[config.mk]
export PLATFORM = sky130hd
export DESIGN_NAME = api_tx_request_framer
export DESIGN_NICKNAME = d
export VERILOG_FILES = /design/src/hw/rtl/atf_pkg.sv /design/src/hw/rtl/atf_front.sv /design/src/hw/rtl/atf_fifo.sv /design/src/hw/rtl/atf_back.sv /design/src/hw/rtl/api_tx_request_framer.sv
export SDC_FILE = /design/constraint.sdc
export NUM_CORES = 1
export LEC_CHECK = 0
export BUFFER_PORTS_ARGS = -buffer_cell sky130_fd_sc_hd__buf_2
export CAP_MARGIN = 20
export CELL_PAD_IN_SITES_DETAIL_PLACEMENT = 0
export CELL_PAD_IN_SITES_GLOBAL_PLACEMENT = 1
export CORE_ASPECT_RATIO = 0.6
export CORE_MARGIN = 2
export CORE_UTILIZATION = 35
export DETAILED_ROUTE_END_ITERATION = 10
export PLACE_DENSITY = 0.56
export SLEW_MARGIN = 20
export SYNTH_ARGS = -nofsm -noshare
export SYNTH_HDL_FRONTEND = slang
export SYNTH_SLANG_ARGS = --single-unit
[constraint.sdc]
create_clock -name clk -period 9.8 [get_ports clk]
set_input_delay 2.94 -clock clk [delete_from_list [all_inputs] [get_ports clk]]
set_output_delay 2.94 -clock clk [all_outputs]
set_load 0.005 [all_outputs]
[src/hw/rtl/atf_pkg.sv]
// shared types, constants and header byte function for the transmit request framer
package atf_pkg;

	localparam int unsigned ATF_FIFO_DEPTH = 4;
	localparam int unsigned ATF_CFG_IDX_W  = 8;
	localparam int unsigned ATF_HDR_LEN    = 17;
	localparam int unsigned ATF_IDX_W      = 5;

	localparam logic [ATF_CFG_IDX_W-1:0] CFG_DEST_HIGH = 8'd0;
	localparam logic [ATF_CFG_IDX_W-1:0] CFG_DEST_LOW  = 8'd1;

	localparam logic [7:0] BYTE_DELIM    = 8'h7E;
	localparam logic [7:0] BYTE_ZERO     = 8'h00;
	localparam logic [7:0] BYTE_TYPE     = 8'h10;
	localparam logic [7:0] BYTE_FRAME_ID = 8'h01;
	localparam logic [7:0] BYTE_BCAST_HI = 8'hFF;
	localparam logic [7:0] BYTE_BCAST_LO = 8'hFE;
	localparam logic [7:0] BYTE_ALL_ONES = 8'hFF;
	localparam logic [7:0] LEN_OVERHEAD  = 8'd14;

	// first byte summed into the checksum
	localparam logic [ATF_IDX_W-1:0] IDX_SUM_START = 5'd3;
	localparam logic [ATF_IDX_W-1:0] IDX_HDR_LAST  = 5'(ATF_HDR_LEN - 1);

	typedef struct packed {
		logic       first;
		logic [7:0] data;
		logic [7:0] plen;
		logic       last;
	} item_t;

	typedef enum logic [1:0] {
		BK_START,
		BK_HDR,
		BK_DATA,
		BK_CSUM
	} back_state_t;

	function automatic logic [7:0] hdr_byte(
		input logic [ATF_IDX_W-1:0] idx,
		input logic [7:0]           plen,
		input logic [31:0]          hi,
		input logic [31:0]          lo
	);
		logic [7:0] b;
		case (idx)
			5'd0:    b = BYTE_DELIM;
			5'd1:    b = BYTE_ZERO;
			5'd2:    b = plen + LEN_OVERHEAD;
			5'd3:    b = BYTE_TYPE;
			5'd4:    b = BYTE_FRAME_ID;
			5'd5:    b = hi[31:24];
			5'd6:    b = hi[23:16];
			5'd7:    b = hi[15:8];
			5'd8:    b = hi[7:0];
			5'd9:    b = lo[31:24];
			5'd10:   b = lo[23:16];
			5'd11:   b = lo[15:8];
			5'd12:   b = lo[7:0];
			5'd13:   b = BYTE_BCAST_HI;
			5'd14:   b = BYTE_BCAST_LO;
			default: b = BYTE_ZERO;
		endcase
		return b;
	endfunction

endpackage

[src/hw/rtl/atf_front.sv]
// input side: accepts payload transfers and tags the first byte of each frame
module atf_front (
	input  logic           clk,
	input  logic           arst_n,
	input  logic           in_valid,
	output logic           in_ready,
	input  logic [7:0]     payload_byte,
	input  logic [7:0]     payload_length,
	input  logic           payload_last,
	output logic           push_valid,
	input  logic           push_ready,
	output atf_pkg::item_t push_item
);
	import atf_pkg::*;

	logic in_frame_q;

	assign in_ready   = push_ready;
	assign push_valid = in_valid;

	always_comb begin
		push_item.first = ~in_frame_q;
		push_item.data  = payload_byte;
		push_item.plen  = payload_length;
		push_item.last  = payload_last;
	end

	always_ff @(posedge clk or negedge arst_n) begin
		if (!arst_n) begin
			in_frame_q <= 1'b0;
		end else if (in_valid && push_ready) begin
			in_frame_q <= ~payload_last;
		end
	end

endmodule

[src/hw/rtl/atf_fifo.sv]
// small register queue between the front and back parts
module atf_fifo #(
	parameter int unsigned DEPTH = 4,
	parameter int unsigned WIDTH = 18
) (
	input  logic             clk,
	input  logic             arst_n,
	input  logic             push_valid,
	output logic             push_ready,
	input  logic [WIDTH-1:0] push_data,
	output logic             pop_valid,
	input  logic             pop_ready,
	output logic [WIDTH-1:0] pop_data
);
	localparam int unsigned PW = (DEPTH > 1) ? $clog2(DEPTH) : 1;
	localparam int unsigned CW = $clog2(DEPTH + 1);

	logic [WIDTH-1:0] mem_q [DEPTH];
	logic [PW-1:0]    wr_ptr_q;
	logic [PW-1:0]    rd_ptr_q;
	logic [CW-1:0]    count_q;
	logic             do_push;
	logic             do_pop;

	assign push_ready = (count_q != CW'(DEPTH));
	assign pop_valid  = (count_q != '0);
	assign pop_data   = mem_q[rd_ptr_q];
	assign do_push    = push_valid && push_ready;
	assign do_pop     = pop_valid && pop_ready;

	always_ff @(posedge clk) begin
		if (do_push) begin
			mem_q[wr_ptr_q] <= push_data;
		end
	end

	always_ff @(posedge clk or negedge arst_n) begin
		if (!arst_n) begin
			wr_ptr_q <= '0;
			rd_ptr_q <= '0;
			count_q  <= '0;
		end else begin
			if (do_push) begin
				wr_ptr_q <= (wr_ptr_q == PW'(DEPTH - 1)) ? '0 : wr_ptr_q + 1'b1;
			end
			if (do_pop) begin
				rd_ptr_q <= (rd_ptr_q == PW'(DEPTH - 1)) ? '0 : rd_ptr_q + 1'b1;
			end
			if (do_push && !do_pop) begin
				count_q <= count_q + 1'b1;
			end else if (!do_push && do_pop) begin
				count_q <= count_q - 1'b1;
			end
		end
	end

endmodule

[src/hw/rtl/atf_back.sv]
// output side: sequences header, payload and checksum bytes into the output register
module atf_back (
	input  logic           clk,
	input  logic           arst_n,
	input  logic           item_valid,
	output logic           item_pop,
	input  atf_pkg::item_t item,
	input  logic [31:0]    dest_high,
	input  logic [31:0]    dest_low,
	output logic           out_valid,
	input  logic           out_ready,
	output logic [7:0]     frame_byte,
	output logic           frame_end,
	output logic           run_last
);
	import atf_pkg::*;

	back_state_t          state_q;
	back_state_t          state_d;
	back_state_t          phase;
	logic [ATF_IDX_W-1:0] idx_q;
	logic [ATF_IDX_W-1:0] idx_d;
	logic [ATF_IDX_W-1:0] idx_cur;
	logic [7:0]           sum_q;
	logic [7:0]           sum_d;
	logic                 advance;
	logic                 out_valid_q;
	logic [7:0]           byte_q;
	logic                 end_q;
	logic                 rlast_q;
	logic [7:0]           byte_d;
	logic                 end_d;
	logic                 rlast_d;

	assign advance    = item_valid && (!out_valid_q || out_ready);
	assign out_valid  = out_valid_q;
	assign frame_byte = byte_q;
	assign frame_end  = end_q;
	assign run_last   = rlast_q;

	always_comb begin
		phase   = state_q;
		idx_cur = idx_q;
		if (state_q == BK_START) begin
			phase   = item.first ? BK_HDR : BK_DATA;
			idx_cur = '0;
		end
		state_d  = state_q;
		idx_d    = idx_q;
		sum_d    = sum_q;
		byte_d   = BYTE_ZERO;
		end_d    = 1'b0;
		rlast_d  = 1'b0;
		item_pop = 1'b0;
		case (phase)
			BK_HDR: begin
				byte_d = hdr_byte(idx_cur, item.plen, dest_high, dest_low);
				if (idx_cur == '0) begin
					sum_d = '0;
				end else if (idx_cur >= IDX_SUM_START) begin
					sum_d = sum_q + byte_d;
				end
				idx_d   = idx_cur + 1'b1;
				state_d = (idx_cur == IDX_HDR_LAST) ? BK_DATA : BK_HDR;
			end
			BK_DATA: begin
				byte_d = item.data;
				sum_d  = sum_q + item.data;
				if (item.last) begin
					state_d = BK_CSUM;
				end else begin
					rlast_d  = 1'b1;
					item_pop = advance;
					state_d  = BK_START;
				end
			end
			BK_CSUM: begin
				byte_d   = BYTE_ALL_ONES - sum_q;
				end_d    = 1'b1;
				rlast_d  = 1'b1;
				sum_d    = '0;
				item_pop = advance;
				state_d  = BK_START;
			end
			default: begin
				state_d = BK_START;
			end
		endcase
	end

	always_ff @(posedge clk or negedge arst_n) begin
		if (!arst_n) begin
			state_q     <= BK_START;
			idx_q       <= '0;
			sum_q       <= '0;
			out_valid_q <= 1'b0;
		end else begin
			if (advance) begin
				state_q     <= state_d;
				idx_q       <= idx_d;
				sum_q       <= sum_d;
				out_valid_q <= 1'b1;
			end else if (out_ready) begin
				out_valid_q <= 1'b0;
			end
		end
	end

	always_ff @(posedge clk) begin
		if (advance) begin
			byte_q  <= byte_d;
			end_q   <= end_d;
			rlast_q <= rlast_d;
		end
	end

endmodule

[src/hw/rtl/api_tx_request_framer.sv]
// top level of the transmit request framer: config registers, front, queue and back
// an input payload byte is written into the queue, then the back sequencer registers its output byte
// throughput: one payload byte per cycle inside a frame while the queue holds items and out_ready is high
// a frame's first byte is preceded by 17 header bytes, and its last byte is followed by the checksum byte
// the queue between front and back holds FIFO_DEPTH items so input keeps flowing until it is full
// reset: asynchronous, clears frame state, checksum, queue and destination address
module api_tx_request_framer #(
	parameter int unsigned FIFO_DEPTH = atf_pkg::ATF_FIFO_DEPTH
) (
	input  logic                              clk,
	input  logic                              arst_n,
	input  logic                              in_valid,
	output logic                              in_ready,
	input  logic [7:0]                        payload_byte,
	input  logic [7:0]                        payload_length,
	input  logic                              payload_last,
	output logic                              out_valid,
	input  logic                              out_ready,
	output logic [7:0]                        frame_byte,
	output logic                              frame_end,
	output logic                              run_last,
	input  logic                              cfg_valid,
	output logic                              cfg_ready,
	input  logic [atf_pkg::ATF_CFG_IDX_W-1:0] cfg_index,
	input  logic [31:0]                       cfg_data
);
	import atf_pkg::*;

	logic [31:0] dest_high_q;
	logic [31:0] dest_low_q;
	logic        push_valid;
	logic        push_ready;
	item_t       push_item;
	logic        pop_valid;
	logic        pop_ready;
	item_t       pop_item;
	logic [$bits(item_t)-1:0] pop_bits;

	assign cfg_ready = 1'b1;

	always_ff @(posedge clk or negedge arst_n) begin
		if (!arst_n) begin
			dest_high_q <= '0;
			dest_low_q  <= '0;
		end else if (cfg_valid) begin
			case (cfg_index)
				CFG_DEST_HIGH: dest_high_q <= cfg_data;
				CFG_DEST_LOW:  dest_low_q  <= cfg_data;
				default: begin
				end
			endcase
		end
	end

	atf_front u_front (
		.clk            (clk),
		.arst_n         (arst_n),
		.in_valid       (in_valid),
		.in_ready       (in_ready),
		.payload_byte   (payload_byte),
		.payload_length (payload_length),
		.payload_last   (payload_last),
		.push_valid     (push_valid),
		.push_ready     (push_ready),
		.push_item      (push_item)
	);

	atf_fifo #(
		.DEPTH (FIFO_DEPTH),
		.WIDTH ($bits(item_t))
	) u_fifo (
		.clk        (clk),
		.arst_n     (arst_n),
		.push_valid (push_valid),
		.push_ready (push_ready),
		.push_data  (push_item),
		.pop_valid  (pop_valid),
		.pop_ready  (pop_ready),
		.pop_data   (pop_bits)
	);

	assign pop_item = item_t'(pop_bits);

	atf_back u_back (
		.clk        (clk),
		.arst_n     (arst_n),
		.item_valid (pop_valid),
		.item_pop   (pop_ready),
		.item       (pop_item),
		.dest_high  (dest_high_q),
		.dest_low   (dest_low_q),
		.out_valid  (out_valid),
		.out_ready  (out_ready),
		.frame_byte (frame_byte),
		.frame_end  (frame_end),
		.run_last   (run_last)
	);

endmodule
==> impl_summary.log <==
[metrics] number of DRC markers after the initial detailed-route iteration: 348
[metrics] CTS clock-pin slew for the worst setup and hold paths: 0.07 ns
[metrics] maximum level of the CTS H-tree: 4
[metrics] core outline area: 23,100 um2
[metrics] TritonCTS buffer count: 17
[metrics] Synth top cells by count: 88 x dfrtp_1, 82 x edfxtp_1, 71 x mux2_2
[metrics] maximum single-stage delay on the critical path: between 0.6 and 0.7 ns
[metrics] instance area at placement: 8930 um2
[metrics] net count reported at finish: 778
[metrics] unrepaired setup endpoints after global routing: false
[metrics] root buf cell: clkbuf_16
[metrics] Least-Margin Pin Slew: 1.01 ns
[metrics] post-DR wirelength/cell: about 21 um
[metrics] largest net degree at the start of global routing: 70
[metrics] sequential cell area fraction in the yosys report: 56.8%
[metrics] grt total ovfl: 0
[metrics] Starting Density: 35.6%
[metrics] latest clock arrival within the worst-skew pair: 0.44 ns
[metrics] max capacitance violation total: 0
[metrics] Setup Skew: 0.0131 ns
[metrics] Crit Path Category: reg2reg
[metrics] Port Buffers: 73
[metrics] met1 wire length: 11,100 um
[metrics] area growth from synthesis to final layout: 15.8%
[metrics] mean post-synth cell area: ~13 um2
[metrics] TNS Setup: 0 ns
[metrics] worst path required time: 10.11 ns
[metrics] most frequently used cell type in the post-synthesis netlist: dfrtp_1
[metrics] highest achievable clock rate: between 200 and 250 MHz
[metrics] antenna fix cells: 0
[metrics] fraction of final layout cells sized beyond drive strength 1: 29.3%
[metrics] count of cell types in the netlist: 69
[metrics] CTS tree: built
[metrics] syn nets: 706
[metrics] detailed-router iteration count before antenna repair: 5
[metrics] data arrival time of the worst path: roughly 5 ns
[metrics] maximum ir drop on the vdd rail: between 0.1 and 0.15 mV
[metrics] fin crit share: 46.7%
[metrics] fin area: 9510 um2
[metrics] number of setup violations in the final report: 0
[metrics] met2 WL: just under 9000 um
[metrics] cell types occupying the most area after synthesis: edfxtp_1 30%, dfrtp_1 27%, mux2_2 9.7%
[metrics] run status: completed
[metrics] Total Wirelength: 21,000 um
[metrics] cell-by-cell trace of the critical path: o21bai_1, nor2_1, buf_4, a32o_1, a2111oi_0, o211ai_1, ha_1, a211oi_1, o21bai_1, a211oi_1, a311oi_2, a21oi_1, mux2i_1, or4b_1
[metrics] first-pass GRT wire length: 33,200 um
[metrics] routed via count: 5,421
[metrics] worst-path maximum fanout: 25
[metrics] post-synthesis cell count: 621
[metrics] RePlAce Congestion: 0.833
[metrics] library cell with the largest summed area after synthesis: edfxtp_1
[metrics] number of antenna violations at the first check in global routing: 0
[metrics] sum of net half-perimeters after detailed placement: 15,400 um
[metrics] DRT antenna net count: 0
[metrics] vertical die dimension: ~120 um
[metrics] number of filler instances in the final layout: 2,140
[metrics] Post-route DRC: 0
[metrics] startpoint type of the worst setup path: flip-flop
[metrics] portion of synthesized cell area occupied by the leading cell type: approximately 30%
[metrics] Async S/R FF share, synth: 51.8%
[metrics] total clock sinks: between 150 and 200
[metrics] highest metal layer with signal wires: met4
[metrics] number of synthesized flops with an enable pin: 82
[metrics] combined area of all synthesized cells: 8210 um2
[metrics] count of hold-fix buffers inserted at cts: 0
[metrics] number of warnings printed during yosys synthesis: 0
[metrics] number of placement rows: 43
[metrics] worst-case headroom to the max-slew limit: 32.7%
[metrics] class of the tightest hold or removal check: reg2reg
[metrics] Detail Route met3 WL: 908 um
[metrics] Fin Hold WS: 0.509 ns
[metrics] Die Area: 24,700 um2
[metrics] Critical Path Sink Type: flip-flop
[metrics] total count of hold-check failures in the final report: 0
[metrics] most frequently used flop master after synthesis: dfrtp_1
[metrics] cell area power density: 329 nW/um2
[metrics] final worst slack: between 5 and 6 ns
[metrics] Worst path slowest cell: dfrtp_1
[metrics] detailed-route vias per instance: 5.31
[metrics] static leakage: 0.00397 uW
[metrics] number of setup buffers added after CTS: 0
[metrics] Die Wd: 202 um
[metrics] Resize count post-CTS: 0
[metrics] total global routing track utilization: 18.1%
[metrics] Setup Slack @ Placement: 4.99 ns
[metrics] Max clock buf depth: 2
[metrics] Max Slew Vio Count: 0
[metrics] final period demand of the worst path: 4.58 ns
[metrics] number of top-level design ports: 75
[metrics] register bit total from synthesis: 170
[metrics] via count of the first global-routing pass: 5,594
==> layout by cell type, fill, tap and decap left out, types with 4 or more instances in the layout <==
cell / n
a22o_1: 9
o21bai_1: 5
mux4_2: 13
o21ai_0: 26
mux2_2: 71
a21oi_1: 31
nor2_1: 30
inv_1: 20
o22ai_1: 8
xnor2_1: 9
inv_6: 5
dfrtp_1: 88
nand2_1: 32
and3_1: 8
a22oi_1: 9
a32oi_1: 4
nand2b_1: 4
nor3_1: 10
edfxtp_1: 82
nor2b_1: 7
mux4_1: 6
xor2_1: 9
clkbuf_16: 17
nand3_1: 13
buf_4: 13
a21o_1: 5
nor4_1: 5
buf_2: 72
ha_1: 20
==> worst max-delay path: cells and delay by family (launching register included) <==
family          cells  cell delay, ns
compound gates      9            2.55
flops               1            0.64
simple gates        2            0.56
fa+ha+maj           1            0.37
buf+inv             1            0.21
mux                 1            0.10
==> per-layer routing <==
metal,vias up,GRT usage (%)
met1,2761,27.7
met3,15,3.61
met2,115,25.5
li1,2530,-
met4,0,5.84
met5,-,0
==> logic make-up (layout without fill, tap and decap cells) <==
family                     after synthesis  in the layout  synth area share (%)
AOI/OAI and AO/OA                      132            132                  11.0
buffers and inverters                   52            137                  2.56
DFF                                    170            170                  56.8
other                                    1              1                0.0457
xor gates and xnor gates                18             18                  1.92
and+or+nand+nor                        132            132                  8.20
adders and majority gates               24             24                  3.90
muxes                                   92             92                  15.5
==> state kept, by name, indices dropped and copies added (netlist names) <==
signal	flops
u_back.sum_q	8
u_fifo.wr_ptr_q	2
u_back.frame_byte	8
dest_high_q	32
u_back.out_valid	1
u_fifo.count_q	3
u_fifo.mem_q	72
u_fifo.rd_ptr_q	2
u_front.in_frame_q	1
u_back.run_last	1
u_back.idx_q	5
u_back.frame_end	1
dest_low_q	32
u_back.state_q	2
==> stage by stage <==
stage | std cells | power [uW] | util, %
2_1_floorplan | 621 | 2030 | -
3_3_place_gp | 989 | 2450 | 38.7
3_5_place_dp | 989 | 2460 | 38.7
4_1_cts | 1021 | 3140 | 41.2
5_1_grt | 1021 | 3360 | 41.2
6_report | 1021 | 3130 | 41.2
==> power by group <==
group | internal, uW | leakage, uW | switching (uW)
Sequential | 917 | 0.00192 | 114
Clock | 360 | 0.000278 | 308
Combinational | 581 | 0.00177 | 844
Total | 1860 | 0.00397 | 1270
==> final cells by class <==
type                    count  area, um2  share of cell area, %
clock buffers              18        429                   4.51
clock inverters            14        151                   1.59
inverters                  20       75.1                  0.790
multi-input cells         399       3330                   35.1
flip-flops and latches    170       4660                   49.1
well taps                 315        394                   4.15
repair buffers             85        458                   4.82
==> worst paths after layout <==
kind	startpoint	to	slack (ns)	cells after the start
worst max-delay path	u_back.state_q[1]	u_back.sum_q[7]	5.22	14
worst min-delay path	dest_high_q[21]	dest_high_q[21]	0.51	1
worst max register to register	u_back.state_q[1]	u_back.sum_q[7]	5.22	14
worst min register to register	dest_high_q[21]	dest_high_q[21]	0.51	1
max in group asynchronous	arst_n	u_back.sum_q[6]	6.21	2
min in group asynchronous	arst_n	dest_low_q[26]	2.38	1
No activity file was read; power rests on OpenSTA's default activity.
